$ cat config.mk
export PLATFORM = sky130hd
export DESIGN_NAME = vru_sqrt
export DESIGN_NICKNAME = d
export VERILOG_FILES = /design/src/hdl/vector_refract_unit_defines.svh /design/src/hdl/vru_pkg.sv /design/src/hdl/vru_sqrt.sv
export SDC_FILE = /design/constraint.sdc
export NUM_CORES = 1
export LEC_CHECK = 0
export ABC_AREA = 0
export BUFFER_PORTS_ARGS = -buffer_cell sky130_fd_sc_hd__buf_2
export CAP_MARGIN = 15
export CORE_MARGIN = 2
export CORE_UTILIZATION = 45
export CTS_CLUSTER_DIAMETER = 60
export DETAILED_ROUTE_END_ITERATION = 10
export GPL_ROUTABILITY_DRIVEN = 1
export HOLD_SLACK_MARGIN = 0.08
export PLACE_DENSITY_LB_ADDON = 0.1
export SETUP_SLACK_MARGIN = 0.15
export SYNTH_ARGS = -nofsm -noshare
export SYNTH_HDL_FRONTEND = slang
export SYNTH_SLANG_ARGS = --single-unit
$ cat constraint.sdc
create_clock -name clk_i -period 16.4 [get_ports clk_i]
set_clock_uncertainty 0.05 [all_clocks]
set_input_delay 3.28 -clock clk_i [delete_from_list [all_inputs] [get_ports clk_i]]
set_output_delay 3.28 -clock clk_i [all_outputs]
set_load 0.1 [all_outputs]
$ cat src/hdl/vector_refract_unit_defines.svh
// Assertion macros for the vector refract unit.
// Used by RTL files that carry concurrent checks; needs clk_i and rst_ni in scope.
`ifndef VECTOR_REFRACT_UNIT_DEFINES_SVH
`define VECTOR_REFRACT_UNIT_DEFINES_SVH
`ifndef SYNTH
`define VRU_ASSERT(lbl, prop) \
  lbl: assert property (@(posedge clk_i) disable iff (!rst_ni) prop) \
    else $error("vru check failed");
`define VRU_NEVER(lbl, expr) `VRU_ASSERT(lbl, !(expr))
`else
`define VRU_ASSERT(lbl, prop)
`define VRU_NEVER(lbl, expr)
`endif
`endif

$ cat src/hdl/vru_pkg.sv
// Shared widths, stage payload types and the square root step for the refract unit.
// No dependencies.
`default_nettype none
package vru_pkg;

  localparam int F        = 15;
  localparam int IN_W     = 16;
  localparam int OUT_W    = 19;
  localparam int RAD_W    = 38;
  localparam int ROOT_W   = RAD_W / 2;
  localparam int ROOT_TOP = RAD_W - 2;
  localparam int COEFA_W  = 21;
  localparam int COEF_W   = COEFA_W + 1;
  localparam int TDATA_IN_W  = 7 * IN_W;
  localparam int TDATA_OUT_W = 64;

  typedef logic signed [IN_W-1:0]  comp_t;
  typedef logic signed [OUT_W-1:0] ocomp_t;

  typedef struct packed {
    comp_t [2:0]     li;
    comp_t [2:0]     nv;
    logic [IN_W-1:0] eta;
  } ray_t;

  typedef struct packed {
    ray_t                      ray;
    logic signed [COEFA_W-1:0] coefa;
    logic [RAD_W-1:0]          rad;
    logic                      tir;
  } front_t;

  typedef struct packed {
    ray_t                      ray;
    logic signed [COEFA_W-1:0] coefa;
    logic [ROOT_W-1:0]         root;
    logic                      tir;
  } root_t;

  typedef struct packed {
    logic [RAD_W-1:0] rem;
    logic [RAD_W-1:0] res;
  } rad_t;

  function automatic rad_t root_step(rad_t a, int unsigned sh);
    logic [RAD_W-1:0] b;
    logic [RAD_W-1:0] t;
    rad_t r;
    b = RAD_W'(1) << sh;
    t = a.res + b;
    if (a.rem >= t) begin
      r.rem = a.rem - t;
      r.res = (a.res >> 1) + b;
    end else begin
      r.rem = a.rem;
      r.res = a.res >> 1;
    end
    return r;
  endfunction

endpackage
`default_nettype wire

$ cat src/hdl/vru_sqrt.sv
// Square root pipeline: restoring bit-pair root of k, 19 steps over 3 stages.
// Depends on vru_pkg.
`default_nettype none
module vru_sqrt import vru_pkg::*; (
  input  wire logic   clk_i,
  input  wire logic   rst_ni,
  input  wire logic   in_valid_i,
  output logic        in_ready_o,
  input  wire front_t in_data_i,
  output logic        out_valid_o,
  input  wire logic   out_ready_i,
  output root_t       out_data_o
);

  localparam int S0 = 7;
  localparam int S1 = 6;
  localparam int S2 = ROOT_W - S0 - S1;

  logic [2:0] v_q;
  logic [3:0] rdy;

  always_comb begin
    rdy[3] = out_ready_i;
    for (int i = 2; i >= 0; i--) begin
      rdy[i] = rdy[i+1] | ~v_q[i];
    end
  end

  always_ff @(posedge clk_i or negedge rst_ni) begin
    if (!rst_ni) begin
      v_q <= '0;
    end else begin
      if (rdy[0]) v_q[0] <= in_valid_i;
      for (int i = 1; i < 3; i++) begin
        if (rdy[i]) v_q[i] <= v_q[i-1];
      end
    end
  end

  rad_t   a0, a1, a2;
  front_t f0_q, f1_q;
  rad_t   rd0_q, rd1_q;
  root_t  o2_q;

  always_comb begin
    a0.rem = in_data_i.rad;
    a0.res = '0;
    for (int j = 0; j < S0; j++) begin
      a0 = root_step(a0, ROOT_TOP - 2 * j);
    end
    a1 = rd0_q;
    for (int j = S0; j < S0 + S1; j++) begin
      a1 = root_step(a1, ROOT_TOP - 2 * j);
    end
    a2 = rd1_q;
    for (int j = S0 + S1; j < S0 + S1 + S2; j++) begin
      a2 = root_step(a2, ROOT_TOP - 2 * j);
    end
  end

  always_ff @(posedge clk_i) begin
    if (rdy[0]) begin
      f0_q  <= in_data_i;
      rd0_q <= a0;
    end
    if (rdy[1]) begin
      f1_q  <= f0_q;
      rd1_q <= a1;
    end
    if (rdy[2]) begin
      o2_q.ray   <= f1_q.ray;
      o2_q.coefa <= f1_q.coefa;
      o2_q.tir   <= f1_q.tir;
      o2_q.root  <= a2.res[ROOT_W-1:0];
    end
  end

  assign in_ready_o  = rdy[0];
  assign out_valid_o = v_q[2];
  assign out_data_o  = o2_q;

endmodule
`default_nettype wire

==> impl_results.md <==
* Hold endpoint: f1_q[112]
* # port buffers at between 300 and 400
* Largest net degree at the start of global routing at 80
* EDFF count, synth at 517
* Critical path's largest stage delay at 0.61 ns
* Ranking of synthesized cells by area: edfxtp_1, ha_1, xnor2_1
* DRT iter0 DRCs at 2099
* Clk sinks at between 500 and 600
* Final setup vio count at 0
* Seq/Total Area, Yosys at 0.473
* Slew Limit Fails at 0
* GR Layer Usage met2 at 0.488
* DP Worst Slack at -0.491 ns
* Async SR Flop Fraction at 0.00577
* Max cap viols at 0
* GRT busiest layer: met2
* Synth Net Count at 3570
* Routability cong. at 0.950
* Initial core utilization at 0.454
* Yosys top cell area share at 0.471
* Die Y at roughly 270 um
* Vias at about 27k
* Hold crit path type: reg -> reg
* Top Ports at 331
* Remaining Overflow, GRT at 0
* WS Path Type: reg -> reg
* Final worst setup slack at 0.917 ns
* Crit-path max FO at 18
* CP Capture Type: register
* Fin. Hold Viols at 0
* Global-route wire length before repair at 160000 um
* Path depth of the worst reg2reg path at 77
* Die Area at 75500 um^2
* CP max stage cell: or4_4
* Tot GR Track Use at 0.278
* Drt wl/cell at 23.1 um
* Status: complete, no violations
* Avg Inst Size Synth at 10.4 um^2
* Min cycle time layout at 15.48 ns
* Cell Rows at 99
* CTS buffer count at between 50 and 60
* Placed cell count at 4503
* WHS Path Cells at 0
* Layout cells sized above 1 at 0.201
* Layout Nets at 4033
* Reg-to-reg endpoint: out_data_o[1]
* Worst hold start: f0_q[112]
* DR pass1 iterations at 5
* Post-synth top area cell: edfxtp_1
* R2r setup slk at between 0.9 and 1 ns
* Die width at between 200 and 300 um
* Vias in the first global route at around 27k
* Synthesis Warnings at 0
* Worst-Margin Slew at 1.09 ns
* Most used DFF post-synth: edfxtp_1
* Mapped Cells at 3173
* Drt total wl at 107000 um
* Final worst-path cycle share at 0.944
* DR vias/cell at 5.86
* TritonCTS clock tree: yes
* Relative slew slack at 0.256
* Crit Reg-Reg Startpoint: rd1_q[66]
* Synth cell types at ~100
* DRC Markers at 0
* Final ANT Viol Nets at 0
* Root Buffer: clkbuf_16
* Clk slew on worst S/H paths at around 0.06 ns
* Critical Path Start Type: register
* Post-Layout Cell Count at around 4.6k
* Post-DP HPWL at ~84000 um
* Area added between synthesis and finish at 18.7%
* CTS HTree Levels at 2
* Met3 GRT Util at 0.0287
* Initial antenna violation count at 9
* Unrepaired setup endpoints after global routing: no
* CP arrival at 15.79 ns
* Worst-skew pair later-pin latency at 0.65 ns
* Core area at 72700 um^2
* Mapped Area at roughly 33000 um^2
* Met1 usage at 0.357
* Clk buf depth at 3
* #FFs+latches synth at 520
* Crit path required time at 16.71 ns
* Maximum clock rate at ~65 MHz
## cell usage after synthesis, types with 26 or more instances
library cell and n:
nand2_1 254, nand4_1 60, a21oi_1 265, nor2_1 246, edfxtp_1 517, xnor2_1 165
and2_1 27, o21a_1 28, inv_1 128, xor2_1 83, nor4_1 37, ha_1 221
and3_1 31, nand2b_1 40, mux2_2 27, a211oi_1 26, clkbuf_1 58, nor2b_1 32
nand3_1 73, o21ai_0 169, or3_1 33, a21o_1 93, a31oi_1 45, nor3_1 83
## worst max path at each step
stage,start,end,cells past startpoint
2_1_floorplan,rd1_q[66],out_data_o[1],80
3_3_place_gp,rd0_q[30],rd1_q[67],60
3_5_place_dp,rd0_q[30],rd1_q[67],62
4_1_cts,rd1_q[66],out_data_o[1],73
5_1_grt,rd1_q[66],out_data_o[1],77
6_report,rd1_q[66],out_data_o[1],77
## per-stage QoR
stage	TNS, ns	area [um^2]	util	hold slack (ns)
after floorplan	0	33000	-	0.350
after CTS	0	38600	0.530	0.342
after global routing	0	39100	0.538	0.359
after detailed placement	-5.73	36500	0.501	0.355
after global placement	-2.21	36500	0.501	0.350
final	0	39100	0.538	0.343
## cell usage in the layout, fill, tap and decap left out, drive strengths merged, types with 27 or more instances in the layout
cell type / count
a211oi: 28
a21o: 93
a21oi: 267
a31oi: 45
and2: 27
and3: 31
buf: 478
clkbuf: 65
clkinv: 29
edfxtp: 517
ha: 221
inv: 135
mux2: 27
nand2: 255
nand2b: 40
nand3: 73
nand4: 60
nor2: 247
nor2b: 32
nor3: 87
nor4: 39
o21a: 28
o21ai: 178
or3: 36
xnor2: 165
xor2: 83
## routing by layer
layer	wire length [um]	share of wire
met1	45400	0.42
met2	53100	0.49
met3	5030	0.047
met4	3910	0.036
met5	0	0
## registers in the layout (all words and copies together) (netlist names)
register,cells
f0_q,134
f1_q,134
out_data_o,153
rd0_q,45
rd1_q,51
v_q,3
## worst max-delay path: cells and delay by family, from the launching register on
family,cells,cell delay [ns]
buffers and inverters,10,1.60
adders and majority gates,5,1.50
muxes,1,0.30
xor gates and xnor gates,1,0.15
DFF,1,0.40
AOI/OAI and AO/OA,23,4.08
and+or+nand+nor,37,7.08
## final cells by class
type	count	area, um^2
well taps	959	1200
diodes	3	7.51
clock buffers	63	1490
flip-flops and latches	520	15600
repair inverters	1	7.51
fillers	6489	33600
clock inverters	46	562
multi-input cells	2439	16900
inverters	135	526
repair buffers	480	2870
## cells by family after synthesis
family                     count (synthesis)  synth area share
and+or+nand+nor                         1031             0.160
DFF                                      520             0.473
AOI/OAI and AO/OA                        887             0.175
buffers and inverters                    214            0.0250
adders and majority gates                221            0.0838
xor gates and xnor gates                 248            0.0659
muxes                                     52            0.0168
## timing repair
item | in CTS | in global routing
endpoints found under the setup margin | 27 | 43
gates cloned | 0 | 3
hold buffers | 0 | 0
pin swaps | 1 | 18
resized for setup | 11 | 79
setup buffers | 0 | 28
Power is left out: the tool's default activity adds up to more than one toggle a clock period on the data nets, which glitch-free logic cannot reach.
